## src/rtl/core/fcull_pkg.sv

```systemverilog
// shared types and constants for the six-plane frustum cull test
// no dependencies

package fcull_pkg;

    localparam int NUM_PLANES_DEF = 6;
    localparam int PLANE_SLOTS    = 6;
    localparam int CFG_IDX_W      = 3;
    localparam int PLANE_W        = 64;
    localparam int COEF_W         = 16;
    localparam int COORD_W        = 16;
    localparam int SIZE_W         = 15;
    localparam int PROD_W         = 2 * COEF_W;
    localparam int EXT_W          = COEF_W + SIZE_W;
    localparam int D_SHIFT        = 14;
    localparam int DR_W           = COEF_W + 1;
    localparam int OFF_W          = DR_W + D_SHIFT;
    localparam int SUM_W          = PROD_W + 1;
    localparam int DIST_W         = SUM_W + 3;

    typedef enum logic [1:0] {
        OP_POINT  = 2'd0,
        OP_SPHERE = 2'd1,
        OP_BOX    = 2'd2
    } t_op;

    typedef struct packed {
        logic [1:0]                op;
        logic signed [COORD_W-1:0] center_x;
        logic signed [COORD_W-1:0] center_y;
        logic signed [COORD_W-1:0] center_z;
        logic [SIZE_W-1:0]         half_x;
        logic [SIZE_W-1:0]         half_y;
        logic [SIZE_W-1:0]         half_z;
        logic [SIZE_W-1:0]         radius;
    } t_item;

endpackage

```

## src/rtl/core/fcull_plane_regs.sv

```systemverilog
// plane coefficient registers written through the configuration port
// depends on fcull_pkg

module fcull_plane_regs
    import fcull_pkg::*;
#(
    parameter int NUM_PLANES = NUM_PLANES_DEF
) (
    input  logic                 i_clk,
    input  logic                 i_rst_n,
    input  logic                 i_cfg_we,
    input  logic [CFG_IDX_W-1:0] i_cfg_idx,
    input  logic [PLANE_W-1:0]   i_cfg_data,
    output logic [PLANE_W-1:0]   o_planes [NUM_PLANES]
);

    logic [PLANE_W-1:0] r_planes [NUM_PLANES];

    for (genvar g = 0; g < NUM_PLANES; g++) begin : g_reg
        always_ff @(posedge i_clk) begin
            if (!i_rst_n) begin
                r_planes[g] <= '0;
            end else if (i_cfg_we && (i_cfg_idx == CFG_IDX_W'(g))) begin
                r_planes[g] <= i_cfg_data;
            end
        end
        assign o_planes[g] = r_planes[g];
    end

endmodule

```

## config.mk

```make
export PLATFORM = sky130hd
export DESIGN_NAME = fcull_plane_regs
export DESIGN_NICKNAME = d
export VERILOG_FILES = /design/src/rtl/core/fcull_pkg.sv /design/src/rtl/core/fcull_plane_regs.sv
export SDC_FILE = /design/constraint.sdc
export NUM_CORES = 1
export LEC_CHECK = 0
export BUFFER_PORTS_ARGS = -buffer_cell sky130_fd_sc_hd__buf_2
export CAP_MARGIN = 0
export CORE_ASPECT_RATIO = 0.6
export CORE_MARGIN = 4
export CORE_UTILIZATION = 48
export CTS_BUF_LIST = sky130_fd_sc_hd__clkbuf_8
export DETAILED_ROUTE_END_ITERATION = 6
export GPL_TIMING_DRIVEN = 0
export PLACE_DENSITY = 0.78
export SLEW_MARGIN = 40
export SYNTH_ARGS = -nofsm -noshare
export SYNTH_HDL_FRONTEND = slang
export SYNTH_SLANG_ARGS = --single-unit
export TNS_END_PERCENT = 1
```

## constraint.sdc

```tcl
create_clock -name i_clk -period 5.6 [get_ports i_clk]
set_input_delay 0.28 -clock i_clk [delete_from_list [all_inputs] [get_ports i_clk]]
set_output_delay 0.28 -clock i_clk [all_outputs]
set_load 0.02 [all_outputs]
```

==> flow_summary.ini <==
[setup_path]
worstSetupPathType = in2reg
worst_ep_arrival_time_ns = 2.26
worstPathMaxFanout = 16
cp-start-kind = input pin
path_common_cell = buf_8
worstPathRequired_ns = 5.88
max_stage_delay_ns = 0.45
cp_slowest_cell = o21ai_4
worstPathCellList = buf_2 > or3b_1 > buf_2 > clkbuf_2 > o21ai_4 > buf_8 > buf_8 > buf_8
cp-end-kind = register

[drt]
dr.pass1.iters = 6
routedWlPerCell_um = 23.6
vias = 10500
wl_um = 46400
ant_nets = 0
vias_per_cell = 5.35
drtIter0Drc = 1067
drc = 0

[clock_tree]
cts-root-buf = clkbuf_8
h-tree-depth = 2
clock_sinks = 384
ctsResizeCount = 0
cts_buffers = 55
ctsHoldBuffers = 0
clkTransAtPathRegs_ns = 0.07
cts_tree = yes
clockBufferDepth = 3
postCtsSetupBuffers = 0

[cells_and_area]
regMostFlops = r_planes
largest_register_ffs = 384
final_net_count = 1581
layout-drive-gt1-share_pct = 44.1
final_cell_count_no_fill = 1961
fin_util_pct = 63.3
reg_top3 = r_planes x384
synthToLayoutAreaGrowth_pct = 28.3

[placement]
dp_hpwl_um = 34300
gp_congestion = 0.885
placedCellCount = 1862
io_buffers = 451

[timing]
finalHoldViolations = 0
fmax_mhz = 507
max_slew_margin_pct = 40.6
setup_violations = 0
period_minus_slack_ns = 1.97
grt_setup_unrepaired = no
worst_pin_slew_ns = 0.890
fin_crit_sh_pct = 35.3
drv_slew = 0

[global_route]
grt_pass1_wl_um = 67300
grt_max_degree = 17
gr-total-overflow = 0
grt_usage_pct = 26.4
grt_pass1_vias = 10500
antenna_found_initial = 0

[logic_synthesis]
synth.distinct_cells = 15
synthArstFlopShare_pct = 0
yosysSeqAreaShare_pct = 77.2
synth_area_um2 = 14900
yosys_register_bits = 384
synth_top_flop_cell = edfxtp_1
yosysWarnings = 0
yosys-top-cells-area = edfxtp_1 (77%), nor2_1 (7.1%), nor2_4 (6.0%)
syn-mean-instance-area_um2 = 15.3
netlist.area_leader.share_pct = 77.2
yosys-top-cells-count = edfxtp_1 (384), nor2_1 (284), nor2_4 (80)
postSynthCellCount = 978
synth_top_area_cell = edfxtp_1
synth_edf_count = 384
synth.most_common_cell = edfxtp_1
synth_fp_nets = 1048

[die]
start_util_pct = 49.3
die_w_um = 236
rows = 49
core-area_um2 = 30300
dieArea_um2 = 34100
die_height_um = 145
ios = 454

[min_path]
hp-class = in2reg

[power_and_ir_drop]
p_per_area_nw_per_um2 = 328
ir_worst_vdd_mv = 0.196
power_w = 0.00629
leakage_nw = 7.10

[run]
drv_cap = 0

[status]
status = complete, no violations
## kinds of logic after synthesis
| kind of cell | share of synthesized area (%) |
|---|---|
| buffers and inverters | 3.05 |
| and+or+nand+nor | 19.5 |
| AOI/OAI and AO/OA | 0.201 |
| DFF | 77.2 |
## power breakdown
part	total (W)	internal, W	switching (W)	leakage, nW
Clock	0.00205	0.000987	0.00106	0.568
Sequential	0.00341	0.00335	0.0000557	3.71
Combinational	0.000831	0.000224	0.000607	2.82
## metal layers
metal | up-vias | routed length [um] | global-route usage (%) | part of all wire, %
met4 | 0 | 1220 | 6.98 | 2.6
li1 | 4530 | - | - | -
met2 | 672 | 21900 | 42.3 | 47
met3 | 90 | 5440 | 8.63 | 12
met5 | - | 0 | 0 | 0
met1 | 5208 | 17800 | 35.5 | 38
## final timing paths
check,to,startpoint,slack (ns),cells after the start
min,r_planes[4][50],i_cfg_data[50],0.11,3
max,r_planes[0][22],i_cfg_idx[1],3.63,8
## worst max-delay path, delay by kind of cell
| kind | cells | cell delay [ns] |
|---|---|---|
| compound gates | 1 | 0.45 |
| buf+inv | 6 | 1.12 |
| simple gates | 1 | 0.36 |
## layout by cell type, fill, tap and decap left out, drive strengths merged
master and instances:
buf 513, diode 1, inv 18, o21ai 6
or3b 1, nand3b 66, clkinv 22, clkinvlp 1
edfxtp 384, nand3 64, bufinv 1, nor2 384
clkbuf 92
## per-stage QoR
stage / setup TNS, ns / setup slack (ns) / hold WS, ns / area (um2)
finish: 0 / 3.63 / 0.115 / 19200
global route: 0 / 3.61 / 0.0783 / 19200
CTS: 0 / 3.68 / 0.0648 / 19200
detailed placement: 0 / 3.05 / 0.697 / 18200
global placement: -1193.23 / -4.14 / 0.687 / 17700
floorplan: -45.41 / -0.177 / 0.566 / 14900
## final cells by class
| class | instances | area [um2] |
|---|---|---|
| tap | 408 | 510 |
| sequential | 384 | 11500 |
| antenna | 1 | 2.50 |
| multi-input combinational | 521 | 3010 |
| clock buffer | 57 | 785 |
| inverter | 1 | 3.75 |
| fill | 2280 | 11100 |
| clock inverter | 41 | 194 |
| buffer | 72 | 454 |
| timing repair buffer | 476 | 2670 |
(Power assumes the default switching activity.)
