$ cat src/rtl/core/fcull_pkg.sv
// shared types and constants for the six-plane frustum cull test
// no dependencies

package fcull_pkg;

    localparam int NUM_PLANES_DEF = 6;
    localparam int PLANE_SLOTS    = 6;
    localparam int CFG_IDX_W      = 3;
    localparam int PLANE_W        = 64;
    localparam int COEF_W         = 16;
    localparam int COORD_W        = 16;
    localparam int SIZE_W         = 15;
    localparam int PROD_W         = 2 * COEF_W;
    localparam int EXT_W          = COEF_W + SIZE_W;
    localparam int D_SHIFT        = 14;
    localparam int DR_W           = COEF_W + 1;
    localparam int OFF_W          = DR_W + D_SHIFT;
    localparam int SUM_W          = PROD_W + 1;
    localparam int DIST_W         = SUM_W + 3;

    typedef enum logic [1:0] {
        OP_POINT  = 2'd0,
        OP_SPHERE = 2'd1,
        OP_BOX    = 2'd2
    } t_op;

    typedef struct packed {
        logic [1:0]                op;
        logic signed [COORD_W-1:0] center_x;
        logic signed [COORD_W-1:0] center_y;
        logic signed [COORD_W-1:0] center_z;
        logic [SIZE_W-1:0]         half_x;
        logic [SIZE_W-1:0]         half_y;
        logic [SIZE_W-1:0]         half_z;
        logic [SIZE_W-1:0]         radius;
    } t_item;

endpackage

$ cat src/rtl/core/fcull_plane_unit.sv
// three-stage distance pipeline for one clip plane: products, partial sums, sign test
// depends on fcull_pkg

module fcull_plane_unit
    import fcull_pkg::*;
(
    input  logic               i_clk,
    input  logic [PLANE_W-1:0] i_plane,
    input  t_item              i_item,
    output logic               o_pass
);

    logic signed [COEF_W-1:0] w_a, w_b, w_c, w_d;
    logic [COEF_W-1:0]        w_abs_a, w_abs_b, w_abs_c;
    logic signed [DR_W-1:0]   w_dr;
    logic                     w_box;
    logic signed [DIST_W-1:0] w_dist;

    logic signed [PROD_W-1:0] r_ax, r_by, r_cz;
    logic [EXT_W-1:0]         r_ex, r_ey, r_ez;
    logic signed [OFF_W-1:0]  r_off;
    logic signed [SUM_W-1:0]  r_s1, r_s2;
    logic [SUM_W-1:0]         r_s3;
    logic                     r_pass;

    assign w_a = i_plane[COEF_W-1:0];
    assign w_b = i_plane[2*COEF_W-1:COEF_W];
    assign w_c = i_plane[3*COEF_W-1:2*COEF_W];
    assign w_d = i_plane[4*COEF_W-1:3*COEF_W];

    assign w_abs_a = w_a[COEF_W-1] ? COEF_W'(-w_a) : COEF_W'(w_a);
    assign w_abs_b = w_b[COEF_W-1] ? COEF_W'(-w_b) : COEF_W'(w_b);
    assign w_abs_c = w_c[COEF_W-1] ? COEF_W'(-w_c) : COEF_W'(w_c);

    assign w_box = (i_item.op == OP_BOX);
    // sphere radius folds into the constant term
    assign w_dr  = DR_W'(w_d) + ((i_item.op == OP_SPHERE)
                   ? $signed({2'b00, i_item.radius}) : DR_W'(0));

    always_ff @(posedge i_clk) begin
        r_ax  <= w_a * i_item.center_x;
        r_by  <= w_b * i_item.center_y;
        r_cz  <= w_c * i_item.center_z;
        r_ex  <= w_box ? EXT_W'(w_abs_a * i_item.half_x) : '0;
        r_ey  <= w_box ? EXT_W'(w_abs_b * i_item.half_y) : '0;
        r_ez  <= w_box ? EXT_W'(w_abs_c * i_item.half_z) : '0;
        r_off <= {w_dr, D_SHIFT'(0)};
    end

    always_ff @(posedge i_clk) begin
        r_s1 <= SUM_W'(r_ax) + SUM_W'(r_by);
        r_s2 <= SUM_W'(r_cz) + SUM_W'(r_off);
        r_s3 <= SUM_W'(r_ex) + SUM_W'(r_ey) + SUM_W'(r_ez);
    end

    assign w_dist = $signed(DIST_W'(r_s1)) + $signed(DIST_W'(r_s2))
                  + $signed(DIST_W'(r_s3));

    always_ff @(posedge i_clk) begin
        r_pass <= (w_dist > $signed(DIST_W'(0)));
    end

    assign o_pass = r_pass;

endmodule

$ cat config.mk
export PLATFORM = sky130hd
export DESIGN_NAME = fcull_plane_unit
export DESIGN_NICKNAME = d
export VERILOG_FILES = /design/src/rtl/core/fcull_pkg.sv /design/src/rtl/core/fcull_plane_unit.sv
export SDC_FILE = /design/constraint.sdc
export NUM_CORES = 2
export LEC_CHECK = 0
export BUFFER_PORTS_ARGS = -buffer_cell sky130_fd_sc_hd__buf_2
export CORE_UTILIZATION = 45
export DETAILED_ROUTE_END_ITERATION = 8
export PLACE_DENSITY_LB_ADDON = 0.1
export SLEW_MARGIN = 15
export SYNTH_ARGS = -nofsm -noshare
export SYNTH_HDL_FRONTEND = slang
export SYNTH_SLANG_ARGS = --single-unit
$ cat constraint.sdc
create_clock -name i_clk -period 10.9 [get_ports i_clk]
set_input_delay 0.545 -clock i_clk [delete_from_list [all_inputs] [get_ports i_clk]]
set_output_delay 0.545 -clock i_clk [all_outputs]
set_load 0.02 [all_outputs]
==> results.toml <==
[setup_path]
max_stage_delay_ns = 0.77
endpoint = "r_ez[29]$_SDFF_PP0_"
critical_path_required_ns = 11.32
setup.worst_path.start = "i_plane[37]"
end_kind = "flop"
cp.arrival_ns = 8.17
r2r-start = "r_s1[1]$_DFF_P_"
r2r-end = "o_pass$_DFF_P_"
r2r_setup_slack_ns = 6.19
crit_slowest_cell = "a2111oi_0"
cp-start-kind = "input port"
worst-path-max-fanout = 18
crit_type = "input port to flop"
r2r_cells = 14

[yosys]
async_flop_share_pct = 0
synth_top_cell_area_share_pct = 41.1
syn_avg_cell_area_um2 = 9.10
syn_inst = 7471
synth_area_leader_cell = "fa_1"
ys_warn_count = 0
syn_nets = 9705
synth-seq-cells = 306
synthFlopType = "dfxtp_1"
syn_area_um2 = 68000
ys_seq_area_share_pct = 9.01
synth_cell_types = 80
synth_area_leaders = "fa_1 41%, ha_1 12%, dfxtp_1 9.0%, inv_1 8.8%, and2_1 7.4%"
synth_edf_count = 0

[placement]
place_ws_ns = 2.61
gp_congestion = 0.905
hpwl_um = 145000
portBuffers = 175

[hold_path]
holdPathStages = 2
hp-class = "input port to flop"

[finish]
syn_to_final_growth_pct = 5.92
drive_gt1_share_pct = 4.26
fin_nets = 9698
nFillCells = 14593

[global_route]
grt-ovfl-total = 0
grt_pass1_wl_um = 286000
grt_antenna_before_repair = 10
grt_use_total_pct = 23.6
grt_max_degree = 56
grt_pass1_vias = 52726

[timing]
setup_viol = 0
tightest_slew_ns = 0.968
fin_crit_ns = 7.75
fin_ws_ns = 3.15
hold_violations = 0
fmax_mhz = 129
relSlewSlack_pct = 33.8
rsz0062_at_grt = "no"
final.setup.tns_ns = 0
timing.final.crit_share_pct = 71.1
finClkSkew_ns = 0.0311
drv_slew = 0

[floorplan]
die_w_um = 391
ios = 176
die_area_um2 = 153000
dieHeight_um = 391
initial_core_util_pct = 45.3
core_um2 = 150000
num_rows = 142

[routing]
drc = 0
vias = 48190
drtAntennaViolNets = 0
drt_iter0_markers = 2265
wl_um = 172000
routedWlPerCell_um = 18.1
drtPass1Iterations = 5
drt-vias-per-instance = 5.07

[clock_network]
holdBufCountCts = 0
cts.clk_slew.worst_paths_ns = 0.06
cts_made_buffers = 35
clk_latency_ns = 0.56
clkSinkCount = 306
root_buffer = "clkbuf_16"
cts-resized-gates = 0
ctsHtreeMaxLevel = 2
clk_path_buf_depth = 3
cts_setup_buffers = 0
cts_tree = "done"

[run_status]
outcome = "completed"

[flow_run]
maxCapViolCount = 0
-- sequential cells by signal, indices dropped and copies added, names as in the netlist, 32 cells and up --
| register | flops |
|---|---|
| r_ax | 32 |
| r_by | 32 |
| r_s3 | 33 |
| r_s1 | 33 |
| r_cz | 32 |
| r_s2 | 33 |
-- worst max-delay path, delay by kind of cell --
family,cells,cell delay [ns]
AO/OA/AOI/OAI,6,2.01
XOR/XNOR,2,0.28
adder cells (fa/ha/maj),7,3.26
buffers and inverters,8,0.79
AND/OR/NAND/NOR,6,1.24
-- cells by family after synthesis --
family | count (synthesis) | synth area share, %
buf+inv | 1865 | 10.3
xor+xnor | 298 | 3.84
mux | 6 | 0.0883
simple gates | 2199 | 16.3
flops | 306 | 9.01
compound gates | 738 | 7.17
fa+ha+maj | 2059 | 53.3
-- metal layers --
metal | routed length [um] | track usage [%]
met5 | 0 | 0
met4 | 3160 | 4.26
met3 | 4500 | 1.14
met2 | 88500 | 42.7
met1 | 75900 | 31.4
-- area by class of cell --
cell class / count / area, um2 / share of cell area [%]
multi-input combinational: 5300 / 55000 / 76.3
sequential: 306 / 6130 / 8.50
inverter: 1603 / 6020 / 8.35
tap: 2016 / 2520 / 3.50
timing repair buffer: 218 / 1200 / 1.66
clock buffer: 43 / 916 / 1.27
clock inverter: 19 / 294 / 0.408
antenna: 2 / 5.00 / 0.00695
-- Yosys cell counts, drive strengths merged, types with 10 or more instances --
library cell / n
inv: 1602
fa: 1396
nand2: 817
and2: 806
ha: 663
dfxtp: 306
clkbuf: 259
nor2: 241
xnor2: 211
a21oi: 198
o21ai: 144
xor2: 87
a21o: 85
nand2b: 68
nor3: 60
o21a: 48
nand3: 42
a211oi: 38
a31oi: 34
nor2b: 30
o21bai: 30
and3: 23
or3: 22
o31ai: 19
o211ai: 16
nand4: 15
o41ai: 14
nor3b: 13
o2111ai: 13
a211o: 12
a21boi: 12
or2: 11
nor4: 10
-- cell usage in the layout (no fill, tap or decap), types with 12 or more instances in the layout --
cell | netlist | routed
nand4_1 | 15 | 15
nand2_1 | 817 | 817
a211o_1 | 12 | 12
a31oi_1 | 34 | 34
xor2_1 | 87 | 87
fa_1 | 1396 | 1396
or3_1 | 22 | 22
xnor2_1 | 211 | 205
nand3_1 | 42 | 42
a211oi_1 | 38 | 38
and2_1 | 806 | 806
a21o_1 | 85 | 85
ha_1 | 663 | 663
nand2b_1 | 68 | 67
o21bai_1 | 30 | 30
clkbuf_16 | 0 | 35
inv_1 | 1602 | 1602
nor3_1 | 60 | 60
nor2_1 | 241 | 241
o2111ai_1 | 13 | 13
o21a_1 | 48 | 48
nor3b_1 | 13 | 13
o31ai_1 | 19 | 19
buf_4 | 0 | 43
o211ai_1 | 16 | 16
a21boi_0 | 12 | 12
o21ai_0 | 138 | 135
buf_2 | 0 | 175
a21oi_1 | 198 | 198
and3_1 | 23 | 23
nor2b_1 | 30 | 29
dfxtp_1 | 306 | 306
-- through the flow --
step	hold slack, ns	instance area, um2	utilization, %	std cells
finish	0.220	72000	48.0	9507
global route	0.210	72000	48.0	9507
CTS	0.199	72000	48.0	9505
detailed placement	0.314	70800	47.2	9443
global placement	0.313	70800	47.2	9443
floorplan	0.310	68000	-	7471
-- worst min path at each step --
stage,start,end,slack (ns)
finish,i_plane[48],r_off[14]$_DFF_P_,0.22
global route,i_plane[48],r_off[14]$_DFF_P_,0.21
CTS,i_plane[48],r_off[14]$_DFF_P_,0.20
detailed placement,r_cz[2]$_DFF_P_,r_s2[2]$_DFF_P_,0.31
global placement,r_cz[3]$_DFF_P_,r_s2[3]$_DFF_P_,0.31
floorplan,r_cz[0]$_DFF_P_,r_s2[0]$_DFF_P_,0.31
Power is left out: the tool's default activity adds up to more than one toggle a clock period on the data nets, which glitch-free logic cannot reach.
